<file path="src/rtl/slcan_pkg.sv">
package slcan_pkg;

	typedef struct packed {
		logic [2:0] mode;
		logic [7:0] host_byte;
		logic       transmitted;
	} slcan_in_t;

	typedef struct packed {
		logic        kind;
		logic [7:0]  reply_byte;
		logic [28:0] frame_ident;
		logic        frame_extended;
		logic        frame_remote;
		logic [3:0]  frame_length;
		logic [63:0] frame_payload;
		logic        last;
	} slcan_out_t;

	localparam logic [2:0] MODE_BYTE  = 3'd0;
	localparam logic [2:0] MODE_TXDONE = 3'd1;
	localparam logic [2:0] MODE_BUSOFF = 3'd2;
	localparam logic [2:0] MODE_RXOVF = 3'd3;
	localparam logic [2:0] MODE_DISC  = 3'd4;

	localparam logic [7:0] CH_BEL = 8'h07;
	localparam logic [7:0] CH_CR  = 8'h0D;
	localparam logic [7:0] CH_LF  = 8'h0A;

	localparam logic [7:0] FLAG_RX_FULL = 8'h01;
	localparam logic [7:0] FLAG_TX_FULL = 8'h02;
	localparam logic [7:0] FLAG_BUS_ERR = 8'h80;

	// reply texts, 6 chars, first char in [47:40]
	localparam logic [47:0] TXT_VER  = {"V4200", CH_CR};
	localparam logic [47:0] TXT_HVER = {"v0100", CH_CR};
	localparam logic [47:0] TXT_SER  = {"NFC42", CH_CR};

	typedef enum logic [2:0] {
		CMD_NONE, CMD_CR, CMD_BEL, CMD_TEXT, CMD_FLAGS, CMD_FRAME
	} reply_cmd_t;

	// controller -> datapath
	typedef struct packed {
		logic store;      // append byte
		logic clr_fill;   // line_fill := 0
		logic scan_start; // start walking line
		logic scan_step;  // consume one stored char
	} slcan_ctl_t;

	// datapath -> controller
	typedef struct packed {
		logic        full;
		logic        empty;
	} slcan_sts_t;

	function automatic logic [9:0] speed_kbps(input logic [3:0] code);
		case (code)
			4'd0: speed_kbps = 10'd10;
			4'd1: speed_kbps = 10'd20;
			4'd2: speed_kbps = 10'd50;
			4'd3: speed_kbps = 10'd100;
			4'd4: speed_kbps = 10'd125;
			4'd5: speed_kbps = 10'd250;
			4'd6: speed_kbps = 10'd500;
			4'd7: speed_kbps = 10'd800;
			4'd8: speed_kbps = 10'd1000;
			default: speed_kbps = 10'd0;
		endcase
	endfunction

	function automatic logic [4:0] hex_val(input logic [7:0] c);
		// bit 4 set means not a hex digit
		if (c >= "0" && c <= "9") hex_val = {1'b0, 4'(c - "0")};
		else if (c >= "A" && c <= "F") hex_val = {1'b0, 4'(c - "A" + 8'd10)};
		else if (c >= "a" && c <= "f") hex_val = {1'b0, 4'(c - "a" + 8'd10)};
		else hex_val = 5'h10;
	endfunction

	function automatic logic [7:0] hex_char(input logic [3:0] v);
		hex_char = (v < 4'd10) ? 8'("0" + 8'(v)) : 8'("A" + 8'(v) - 8'd10);
	endfunction

endpackage

</file>
<file path="src/rtl/slcan_datapath.sv">
module slcan_datapath import slcan_pkg::*; #(
	parameter int LINE_CAPACITY = 32
) (
	input  logic                             clk,
	input  logic                             arst_n,
	input  slcan_ctl_t                       ctl,
	input  logic [7:0]                       wr_byte,
	output slcan_sts_t                       sts,
	output logic [$clog2(LINE_CAPACITY)-1:0] fill,
	output logic [7:0]                       rd_byte
);
	localparam int FW = $clog2(LINE_CAPACITY);
	localparam int DEPTH = LINE_CAPACITY - 1;
	localparam int AW = $clog2(DEPTH);

	logic [7:0]    mem [DEPTH];
	logic [FW-1:0] fill_q;
	logic [FW-1:0] rd_ptr_q;

	always_ff @(posedge clk) begin
		if (ctl.store) mem[fill_q[AW-1:0]] <= wr_byte;
		if (ctl.scan_start) rd_byte <= mem[0];
		else if (ctl.scan_step) rd_byte <= mem[rd_ptr_q[AW-1:0]];
	end

	always_ff @(posedge clk or negedge arst_n) begin
		if (!arst_n) begin
			fill_q <= '0;
			rd_ptr_q <= '0;
		end else begin
			if (ctl.clr_fill) fill_q <= '0;
			else if (ctl.store) fill_q <= fill_q + FW'(1);
			if (ctl.scan_start) rd_ptr_q <= FW'(1);
			else if (ctl.scan_step && rd_ptr_q < FW'(DEPTH - 1)) rd_ptr_q <= rd_ptr_q + FW'(1);
		end
	end

	assign fill = fill_q;
	assign sts.full = (fill_q >= FW'(DEPTH));
	assign sts.empty = (fill_q == '0);
endmodule

</file>
<file path="src/rtl/slcan_ctrl.sv">
module slcan_ctrl import slcan_pkg::*; #(
	parameter int LINE_CAPACITY  = 32,
	parameter int TX_QUEUE_DEPTH = 32
) (
	input  logic                             clk,
	input  logic                             arst_n,
	input  logic                             cfg_we,
	input  logic [9:0]                       cfg_data,
	input  logic                             in_valid,
	output logic                             in_stall,
	input  slcan_in_t                        in_beat,
	output logic                             out_valid,
	input  logic                             out_stall,
	output slcan_out_t                       out_beat,
	output slcan_ctl_t                       ctl,
	input  slcan_sts_t                       sts,
	input  logic [$clog2(LINE_CAPACITY)-1:0] fill,
	input  logic [7:0]                       rd_byte
);
	localparam int FW = $clog2(LINE_CAPACITY);
	localparam int QW = $clog2(TX_QUEUE_DEPTH + 1);

	typedef enum logic [4:0] {
		ST_IDLE = 5'b00001,
		ST_RD   = 5'b00010,
		ST_SCAN = 5'b00100,
		ST_EXEC = 5'b01000,
		ST_EMIT = 5'b10000
	} state_t;

	state_t        state_q;
	logic [9:0]    bitrate_q;
	logic          open_q, speed_ok_q, stamps_q;
	logic [7:0]    flags_q;
	logic [QW-1:0] outst_q;
	logic [FW-1:0] pos_q;
	logic [7:0]    c0_q, c1_q;
	logic          bad_q;
	logic [31:0]   id_q;
	logic [3:0]    dlc_q;
	logic [63:0]   pay_q;
	logic [3:0]    hi_nib_q;
	reply_cmd_t    cmd_q;
	logic [47:0]   txt_q;
	logic [2:0]    cnt_q;

	logic       is_frame, ext, rtr;
	logic [FW-1:0] idlen, minlen;
	logic [4:0] hv;
	slcan_out_t beat_d;

	assign ext = (c0_q == "T") || (c0_q == "R");
	assign rtr = (c0_q == "r") || (c0_q == "R");
	assign is_frame = (c0_q == "t") || (c0_q == "T") || (c0_q == "r") || (c0_q == "R");
	assign idlen = ext ? FW'(8) : FW'(3);
	assign minlen = idlen + FW'(2);
	assign hv = hex_val(rd_byte);
	assign in_stall = (state_q != ST_IDLE) || (out_valid && out_stall);

	always_comb begin
		ctl = '0;
		if (state_q == ST_IDLE && in_valid && !in_stall) begin
			if (in_beat.mode == MODE_BYTE) begin
				if (in_beat.host_byte == CH_CR) begin
					ctl.scan_start = 1'b1;
				end else if (in_beat.host_byte != CH_LF) begin
					if (sts.full) ctl.clr_fill = 1'b1;
					else ctl.store = 1'b1;
				end
			end else if (in_beat.mode == MODE_DISC) begin
				ctl.clr_fill = 1'b1;
			end
		end
		if (state_q == ST_RD || state_q == ST_SCAN) ctl.scan_step = 1'b1;
		if (state_q == ST_EXEC) ctl.clr_fill = 1'b1;
	end

	always_comb begin
		beat_d = '0;
		case (cmd_q)
			CMD_TEXT: begin
				beat_d.reply_byte = txt_q[47:40];
				beat_d.last = (cnt_q == 3'd1);
			end
			CMD_FRAME: begin
				beat_d.kind = 1'b1;
				beat_d.frame_ident = id_q[28:0];
				beat_d.frame_extended = ext;
				beat_d.frame_remote = rtr;
				beat_d.frame_length = dlc_q;
				beat_d.frame_payload = rtr ? 64'd0 : pay_q;
			end
			CMD_CR: begin
				beat_d.reply_byte = CH_CR;
				beat_d.last = 1'b1;
			end
			default: begin
				beat_d.reply_byte = CH_BEL;
				beat_d.last = 1'b1;
			end
		endcase
	end

	always_ff @(posedge clk or negedge arst_n) begin
		if (!arst_n) begin
			state_q <= ST_IDLE;
			bitrate_q <= 10'd500;
			open_q <= 1'b0;
			speed_ok_q <= 1'b0;
			stamps_q <= 1'b0;
			flags_q <= '0;
			outst_q <= '0;
			out_valid <= 1'b0;
			out_beat <= '0;
			cnt_q <= '0;
			cmd_q <= CMD_NONE;
		end else begin
			if (cfg_we) bitrate_q <= cfg_data;
			if (out_valid && !out_stall && state_q != ST_EMIT) out_valid <= 1'b0;
			case (state_q)
				ST_IDLE: begin
					if (in_valid && !in_stall) begin
						case (in_beat.mode)
							MODE_BYTE: begin
								if (in_beat.host_byte == CH_CR) begin
									if (sts.empty) begin
										cmd_q <= CMD_CR;
										state_q <= ST_EMIT;
									end else begin
										state_q <= ST_RD;
									end
								end else if (in_beat.host_byte != CH_LF && sts.full) begin
									cmd_q <= CMD_BEL;
									state_q <= ST_EMIT;
								end
							end
							MODE_TXDONE: begin
								if (outst_q != '0) begin
									outst_q <= outst_q - QW'(1);
									if (!in_beat.transmitted) flags_q <= flags_q | FLAG_BUS_ERR;
								end
							end
							MODE_BUSOFF: flags_q <= flags_q | FLAG_BUS_ERR;
							MODE_RXOVF: if (open_q) flags_q <= flags_q | FLAG_RX_FULL;
							default: ;
						endcase
					end
				end
				ST_RD: begin
					c0_q <= rd_byte;
					pos_q <= FW'(1);
					bad_q <= 1'b0;
					id_q <= '0;
					dlc_q <= '0;
					pay_q <= '0;
					state_q <= (fill == FW'(1)) ? ST_EXEC : ST_SCAN;
				end
				ST_SCAN: begin
					if (pos_q == FW'(1)) c1_q <= rd_byte;
					if (is_frame) begin
						if (pos_q <= idlen) begin
							if (hv[4]) bad_q <= 1'b1;
							id_q <= {id_q[27:0], hv[3:0]};
						end else if (pos_q == idlen + FW'(1)) begin
							if (hv[4]) bad_q <= 1'b1;
							dlc_q <= hv[3:0];
						end else begin
							if (hv[4]) bad_q <= 1'b1;
							if (((pos_q - minlen) & FW'(1)) == '0) hi_nib_q <= hv[3:0];
							else pay_q <= pay_q |
								(64'({hi_nib_q, hv[3:0]}) << {(pos_q - minlen) >> 1, 3'b000});
						end
					end
					pos_q <= pos_q + FW'(1);
					if (pos_q + FW'(1) == fill) state_q <= ST_EXEC;
				end
				ST_EXEC: begin
					state_q <= ST_EMIT;
					case (c0_q)
						"C": if (fill == FW'(1) && open_q) begin
							open_q <= 1'b0;
							outst_q <= '0;
							cmd_q <= CMD_CR;
						end else cmd_q <= CMD_BEL;
						"S": if (fill == FW'(2) && !open_q && c1_q >= "0" && c1_q <= "8"
							&& speed_kbps(4'(c1_q - "0")) == bitrate_q) begin
							speed_ok_q <= 1'b1;
							cmd_q <= CMD_CR;
						end else cmd_q <= CMD_BEL;
						"O": if (fill == FW'(1) && !open_q && speed_ok_q) begin
							open_q <= 1'b1;
							cmd_q <= CMD_CR;
						end else cmd_q <= CMD_BEL;
						"Z": if (fill == FW'(2) && !open_q && (c1_q == "0" || c1_q == "1")) begin
							stamps_q <= (c1_q == "1");
							cmd_q <= CMD_CR;
						end else cmd_q <= CMD_BEL;
						"F": if (fill == FW'(1) && open_q) begin
							txt_q <= {"F", hex_char(flags_q[7:4]), hex_char(flags_q[3:0]),
								CH_CR, 16'h0};
							flags_q <= '0;
							cmd_q <= CMD_TEXT;
							cnt_q <= 3'd4;
						end else cmd_q <= CMD_BEL;
						"V": if (fill == FW'(1)) begin
							txt_q <= TXT_VER; cmd_q <= CMD_TEXT; cnt_q <= 3'd6;
						end else cmd_q <= CMD_BEL;
						"v": if (fill == FW'(1)) begin
							txt_q <= TXT_HVER; cmd_q <= CMD_TEXT; cnt_q <= 3'd6;
						end else cmd_q <= CMD_BEL;
						"N": if (fill == FW'(1)) begin
							txt_q <= TXT_SER; cmd_q <= CMD_TEXT; cnt_q <= 3'd6;
						end else cmd_q <= CMD_BEL;
						"t", "T", "r", "R": begin
							if (open_q && fill >= minlen && !bad_q && dlc_q <= 4'd8
								&& id_q <= (ext ? 32'h1FFFFFFF : 32'h7FF)
								&& 6'(fill) == 6'(minlen) + (rtr ? 6'd0 : {1'b0, dlc_q, 1'b0}))
							begin
								if (outst_q >= QW'(TX_QUEUE_DEPTH)) begin
									flags_q <= flags_q | FLAG_TX_FULL;
									cmd_q <= CMD_BEL;
								end else begin
									outst_q <= outst_q + QW'(1);
									cmd_q <= CMD_FRAME;
								end
							end else cmd_q <= CMD_BEL;
						end
						default: cmd_q <= CMD_BEL;
					endcase
				end
				ST_EMIT: begin
					if (!out_valid || !out_stall) begin
						out_valid <= 1'b1;
						out_beat <= beat_d;
						case (cmd_q)
							CMD_TEXT: begin
								txt_q <= {txt_q[39:0], 8'h00};
								cnt_q <= cnt_q - 3'd1;
								if (cnt_q == 3'd1) state_q <= ST_IDLE;
							end
							CMD_FRAME: cmd_q <= CMD_CR;
							default: state_q <= ST_IDLE;
						endcase
					end
				end
				default: state_q <= ST_IDLE;
			endcase
		end
	end
endmodule

</file>
<file path="src/rtl/slcan_command_line_parser.sv">
// SLCAN command line parser.
// Input channel (in_valid/in_stall/in_beat) carries host bytes and link
// events; output channel (out_valid/out_stall/out_beat) carries reply bytes
// and decoded CAN frames, "last" marking the final beat of one input.
// cfg_we/cfg_data set the live bitrate in kbps (500 after reset).
// A CR walks the stored line one char per cycle through the line memory
// port (states ST_RD, ST_SCAN, ST_EXEC); ST_EMIT then sends the result
// one beat per cycle (up to 6) while out_stall is low.
// The block works on one item at a time; in_stall is high while a line is
// executed or results are pending.
// A stalled output holds its beat; the block waits until it is taken.
// arst_n clears line fill, channel state, flags and the frame counter.
module slcan_command_line_parser import slcan_pkg::*; #(
	parameter int LINE_CAPACITY  = 32,
	parameter int TX_QUEUE_DEPTH = 32
) (
	input  logic       clk,
	input  logic       arst_n,
	input  logic       cfg_we,
	input  logic [9:0] cfg_data,
	input  logic       in_valid,
	output logic       in_stall,
	input  slcan_in_t  in_beat,
	output logic       out_valid,
	input  logic       out_stall,
	output slcan_out_t out_beat
);
	slcan_ctl_t ctl;
	slcan_sts_t sts;
	logic [$clog2(LINE_CAPACITY)-1:0] fill;
	logic [7:0] rd_byte;

	slcan_ctrl #(.LINE_CAPACITY(LINE_CAPACITY), .TX_QUEUE_DEPTH(TX_QUEUE_DEPTH)) u_ctrl (
		.clk, .arst_n, .cfg_we, .cfg_data, .in_valid, .in_stall, .in_beat,
		.out_valid, .out_stall, .out_beat, .ctl, .sts, .fill, .rd_byte
	);

	slcan_datapath #(.LINE_CAPACITY(LINE_CAPACITY)) u_dp (
		.clk, .arst_n, .ctl, .wr_byte(in_beat.host_byte), .sts, .fill, .rd_byte
	);
endmodule
</file>
<file path="config.mk">
export PLATFORM = sky130hd
export DESIGN_NAME = slcan_command_line_parser
export DESIGN_NICKNAME = d
export VERILOG_FILES = /design/src/rtl/slcan_pkg.sv /design/src/rtl/slcan_datapath.sv /design/src/rtl/slcan_ctrl.sv /design/src/rtl/slcan_command_line_parser.sv
export SDC_FILE = /design/constraint.sdc
export NUM_CORES = 1
export LEC_CHECK = 0
export ABC_AREA = 1
export ABC_CLOCK_PERIOD_IN_PS = 9950
export BUFFER_PORTS_ARGS = -buffer_cell sky130_fd_sc_hd__clkbuf_2
export CAP_MARGIN = 20
export CORE_ASPECT_RATIO = 0.9
export CORE_MARGIN = 5
export CORE_UTILIZATION = 25
export DETAILED_ROUTE_END_ITERATION = 10
export GPL_TIMING_DRIVEN = 0
export RECOVER_POWER = 100
export SLEW_MARGIN = 20
export SYNTH_ARGS = -nofsm -noshare
export SYNTH_HDL_FRONTEND = slang
export SYNTH_SLANG_ARGS = --single-unit
</file>
<file path="constraint.sdc">
create_clock -name clk -period 9.95 [get_ports clk]
set_input_delay 1.99 -clock clk [delete_from_list [all_inputs] [get_ports clk]]
set_output_delay 1.99 -clock clk [all_outputs]
set_load 0.01 [all_outputs]
</file>
* Word level (Yosys, flattened, before mapping)
Memories as Yosys holds them, arrays and structs flattened.
Cells that the tools add are included.
** Operators by class
- Reduce and logical (&&, ||, !) cells :: 73
- Equal/unequal tests :: 84
- Bitwise gates (word level) :: 5
- Order comparisons :: 17
- $add $sub $neg :: 22
- Shift operators :: 1
- Mux-type cells :: 117
** Operators by type and width (number)
- 64-bit 2-to-1 mux :: 5
- 48-bit 2-to-1 mux :: 6
- 48-bit one-hot mux with 4 select lines :: 1
- 64-bit one-hot mux with 2 select lines :: 1
- 99-bit 2-to-1 mux :: 1
- 8-bit by 7-bit equality test with 1-bit output, second input constant :: 12
- 48-bit one-hot mux with 2 select lines :: 1
- 5-bit 2-to-1 mux :: 16
- 8-bit 2-to-1 mux :: 9
- 32-bit 2-to-1 mux :: 2
- 64-bit OR :: 1
- 32-bit one-hot mux with 2 select lines :: 1
- 8-bit by 7-bit left shift with 64-bit output :: 1
- 8-bit one-hot mux with 3 select lines :: 2
- 3-bit inequality test, second input constant :: 15
- 3-bit 2-to-1 mux :: 14
- 2-bit inequality test, second input constant :: 19
- 6-bit 2-to-1 mux :: 6
- 32-bit <= comparator :: 1
- 8-bit one-hot mux with 2 select lines :: 2
- 29-bit 2-to-1 mux :: 1
- 9-bit AND reduction :: 3
- 5-bit one-hot mux with 5 select lines :: 1
- 1-bit logical AND :: 24
- other kinds (69) :: 174
** Storage, ports and cells
- Memories :: 2
- Logic and storage cells :: 353
- Bits in read-only memories :: 160
- Memory bits (writable) :: 248
- Input port bits :: 27
- Register bits after elaboration :: 339
** Memories
- u_dp.mem :: depth 31, width 8, rd ports 2, clocked after Yosys merged registers in 0, write ports 1, line slcan_datapath.sv:16 : logic [7:0] mem [DEPTH];
- (no name shown) :: depth 16, width 10, rd ports 1, clocked after Yosys merged registers in 0, write ports 0, line slcan_pkg.sv:58 : case (code)

* Logic depth before layout (Yosys ltp)
- Depth in word-level cells :: 13
- Mapped depth :: 23

* Hierarchy
A second synthesis with hierarchy kept.
** Second synthesis, totals
- Cell total of the unflattened synthesis :: 2551
- Area total of the unflattened synthesis :: 25665.9 um^2
** Modules (own cells, without submodules)
- slcan_ctrl :: cells each 1580, times used 1, area each 14616.5 um^2
- slcan_datapath :: cells each 971, times used 1, area each 11049.3 um^2

* Least setup slack after synthesis
Ideal clock, no wire load.
- Path kind :: input-to-reg
- Start point :: in arst_n
- End point :: reg u_ctrl.pay_q[0] (enable)
- Setup time :: 0.507 ns
- Arrival time :: 5.188 ns
- Stages on the path :: 2
- Path buffers :: 0
- Path slack :: 4.255 ns
- Path through :: o21ai_0 -> a21oi_1
** On the way
- Word-level cells in the longest chain between the ends :: 1
** Ends and longest elaborated chain
- start: declaration :: line slcan_command_line_parser.sv:18 : input logic arst_n,
- 6-bit AND reduction (no line)
- end signal: assignment :: line slcan_ctrl.sv:170 : else pay_q <= pay_q |
- end: declaration :: line slcan_ctrl.sv:41 : logic [63:0] pay_q;
Every way passes these cells.
A chain may end at the register's enable or synchronous reset.

* Worst setup path after layout
- Start point :: in arst_n
- End point :: reg u_ctrl.id_q[23] (enable)
** On the way
- Word-level cells in the longest chain between the ends :: 1
** Ends and longest elaborated chain
- 4-bit AND reduction (no line)
- end signal: assignment :: line slcan_ctrl.sv:163 : id_q <= {id_q[27:0], hv[3:0]};
- end: declaration :: line slcan_ctrl.sv:39 : logic [31:0] id_q;
Every way passes these cells.

==> flow_metrics.tcl <==
set metrics [dict create \
    outcome "finished, violations left" \
    violations "max-capacitance violations, max-slew violations" \
    routed_wl_um 72800 \
    instances_no_fill 3964 \
    rsz0062_at_grt "false" \
    ys_warn_count 0 \
    synth-simple-area-share_pct 14.1 \
    cp-end-kind "flip-flop" \
    yosys.area.top_type "edfxtp_1" \
    grt_usage_pct 13.2 \
    critPathRequiredTime_ns 10.19 \
    die_h_um 310 \
    drc 0 \
    skew_ns 0.0411 \
    clkTransAtPathRegs_ns 0.06 \
    power_density_nw_per_um2 196 \
    synth_top_cells_by_area "edfxtp_1, dfrtp_1, nand2_1, o21ai_0, nor2_1" \
    synthArstFlopShare_pct 26.5 \
    min_period_ns 6.01 \
    startpoint_type "input pin" \
    dpl-instance-area_sq_um 27600 \
    viasPerCell 4.64 \
    worst_pin_slew_ns 2.06 \
    grt_max_degree 84 \
    yosys-top-cells-count "edfxtp_1, nand2_1, nor2_1, inv_1, o21ai_0" \
    maxSlewViolCount 281 \
    synthMuxAreaShare_pct 0.490 \
    drtIter0Drc 1987 \
    rows 110 \
    final_antenna_net_count 0 \
    dp_hpwl_um 51000 \
    numCtsBuffers 66 \
    core-area_sq_um 99800 \
    cts-root-buf "clkbuf_16" \
    ir_worst_vdd_mv 0.101 \
    gp_congestion 0.900 \
    grt-ovfl-total 0 \
    cap_violations 9 \
    synth-edff-count 408 \
    port_buffers 135 \
    crit_arrival_ns 6.25 \
    wl_met3_um 6780 \
    placed_cells 3843 \
    initial_core_util_pct 25.1 \
    ctsHoldBuffers 0 \
    clock_path_buffers 3 \
    whs_ns 0.448 \
    grt_pass1_vias 17600 \
    synth.most_common_cell "edfxtp_1" \
    synthesis.area_sq_um 25000 \
    die_area_sq_um 107000 \
    seq_area_frac_synth_pct 64.8 \
    dr_wl_met2_um 32300 \
    grt_pass1_wl_um 108000 \
    worstHoldPathType "flip-flop to flip-flop" \
    io_pins 138 \
    setup_viol 0 \
    synth_fa_ha_area_share_pct 1.95 \
    synth_cell_types 66 \
    syn2layout_area_growth_pct 17.3 \
    ctsResizeCount 0 \
    via_count 18400 \
    syn-instance-count 2357 \
    path_class "input pin to flip-flop" \
    cts_setup_buffers 0 \
    synth-compound-area-share_pct 11.8 \
    first_pass_iters 6 \
    clkSinkCount 569 \
    synth_top_family_by_area "simple AND/OR/NAND/NOR gates" \
    synth.top_cell.area_share_pct 48.9 \
    power_leakage_nw 10.8 \
    antenna_found_initial 2 \
    ctsHtreeMaxLevel 3 \
    die_x_um 344 \
    ys_dominant_reg_cell "edfxtp_1" \
    wl_per_cell_um 18.4 \
    wl_met1_um 31700 \
    cts_tree "done" \
    utilization_pct 29.4 \
    syn_area_per_cell_sq_um 10.6 \
    ys_seq_elements 569 \
    synth_fp_nets 2423 \
    nets 2633 \
    drive_gt1_share_pct 6.61 \
    slew_headroom_pct -37.5 \
    hold_violations 0 \
    fin_area_sq_um 29400 \
    period_share_pct 60.4 \
    synth-xor-area-share_pct 1.04 \
    routed.top_layer "met5" \
    setup_tns_ns 0 \
    fmax_mhz 166 \
    clk_latency_ns 0.63 \
    crit_fanout 83 \
]
[worst max-delay path, cell delays in order]
cell	delay, ns
clkbuf_8	0.49
buf_16	0.38
inv_1	0.22
nor2_1	0.46
o21ai_0	0.38
a21oi_1	1.49
clkbuf_1	0.70
[flip-flops by register name (all words and copies together), names as in the netlist, 6 cells and up, named ones only]
register	flops
u_dp.mem	248
u_ctrl.out_beat	108
u_ctrl.pay_q	64
u_ctrl.id_q	32
u_ctrl.txt_q	26
u_ctrl.bitrate_q	10
u_ctrl.c0_q	8
u_ctrl.c1_q	8
u_dp.rd_byte	8
u_ctrl.outst_q	6
[where the power goes]
| part | internal, mW | total, mW | switching, mW |
|---|---|---|---|
| Sequential | 2.62 | 2.67 | 0.0498 |
| Clock | 1.40 | 2.42 | 1.02 |
| Combinational | 0.190 | 0.668 | 0.478 |
[per-stage QoR]
| stage | worst slack, ns | total power [mW] |
|---|---|---|
| 6_report | 3.94 | 5.76 |
| 4_1_cts | 5.16 | 5.81 |
| 3_5_place_dp | 4.48 | 3.39 |
| 2_1_floorplan | 4.25 | 3.13 |
| 5_1_grt | 3.50 | 5.99 |
| 3_3_place_gp | -1.06 | 3.38 |
[area by class of cell]
class / instances / area [sq um]
buffer: 113 / 447
tap: 1344 / 1680
clock buffer: 84 / 1800
multi-input combinational: 1422 / 7310
sequential: 569 / 16200
timing repair buffer: 142 / 587
antenna: 1 / 2.50
fill: 10300 / 70400
inverter: 253 / 950
clock inverter: 36 / 354
[layout by cell type, fill, tap and decap left out, types with 20 or more instances in the layout]
master	netlist	final
a21oi_1	104	104
a31oi_1	24	24
clkbuf_1	90	235
clkbuf_16	0	68
dfrtp_1	144	144
edfxtp_1	408	408
ha_1	39	39
inv_1	242	245
nand2_1	335	341
nand3_1	120	120
nand4_1	24	24
nor2_1	285	292
nor3_1	24	25
o21ai_0	228	234
o22ai_1	32	32
o31ai_1	52	52
xor2_1	19	20
[layer usage]
layer / vias up / track usage (%)
met1: 8932 / 18.3
met2: 708 / 20.6
met4: 2 / 4.11
li1: 8627 / -
met3: 143 / 3.29
met5: - / 0
[worst paths after layout]
check	slack, ns	cells past startpoint	start	end
worst max-delay path	3.94	7	arst_n	u_ctrl.id_q[23]
worst max register to register	4.53	8	u_ctrl.state_q[1]	u_ctrl.id_q[23]
min in group asynchronous	1.40	1	arst_n	u_ctrl.out_beat[104]
worst min-delay path	0.45	1	u_ctrl.txt_q[46]	u_ctrl.out_beat[106]
max in group asynchronous	7.65	2	arst_n	u_ctrl.out_beat[47]
worst min register to register	0.45	1	u_ctrl.txt_q[46]	u_ctrl.out_beat[106]
[cell families (layout without fill, tap and decap cells)]
family | Yosys count | in the layout
other | 1 | 2
flip-flops | 569 | 569
multiplexers | 11 | 11
AO/OA/AOI/OAI | 509 | 509
buffers and inverters | 366 | 628
XOR/XNOR | 28 | 28
adder cells (fa/ha/maj) | 39 | 39
AND/OR/NAND/NOR | 834 | 834
No activity file was read; power rests on OpenSTA's default activity.
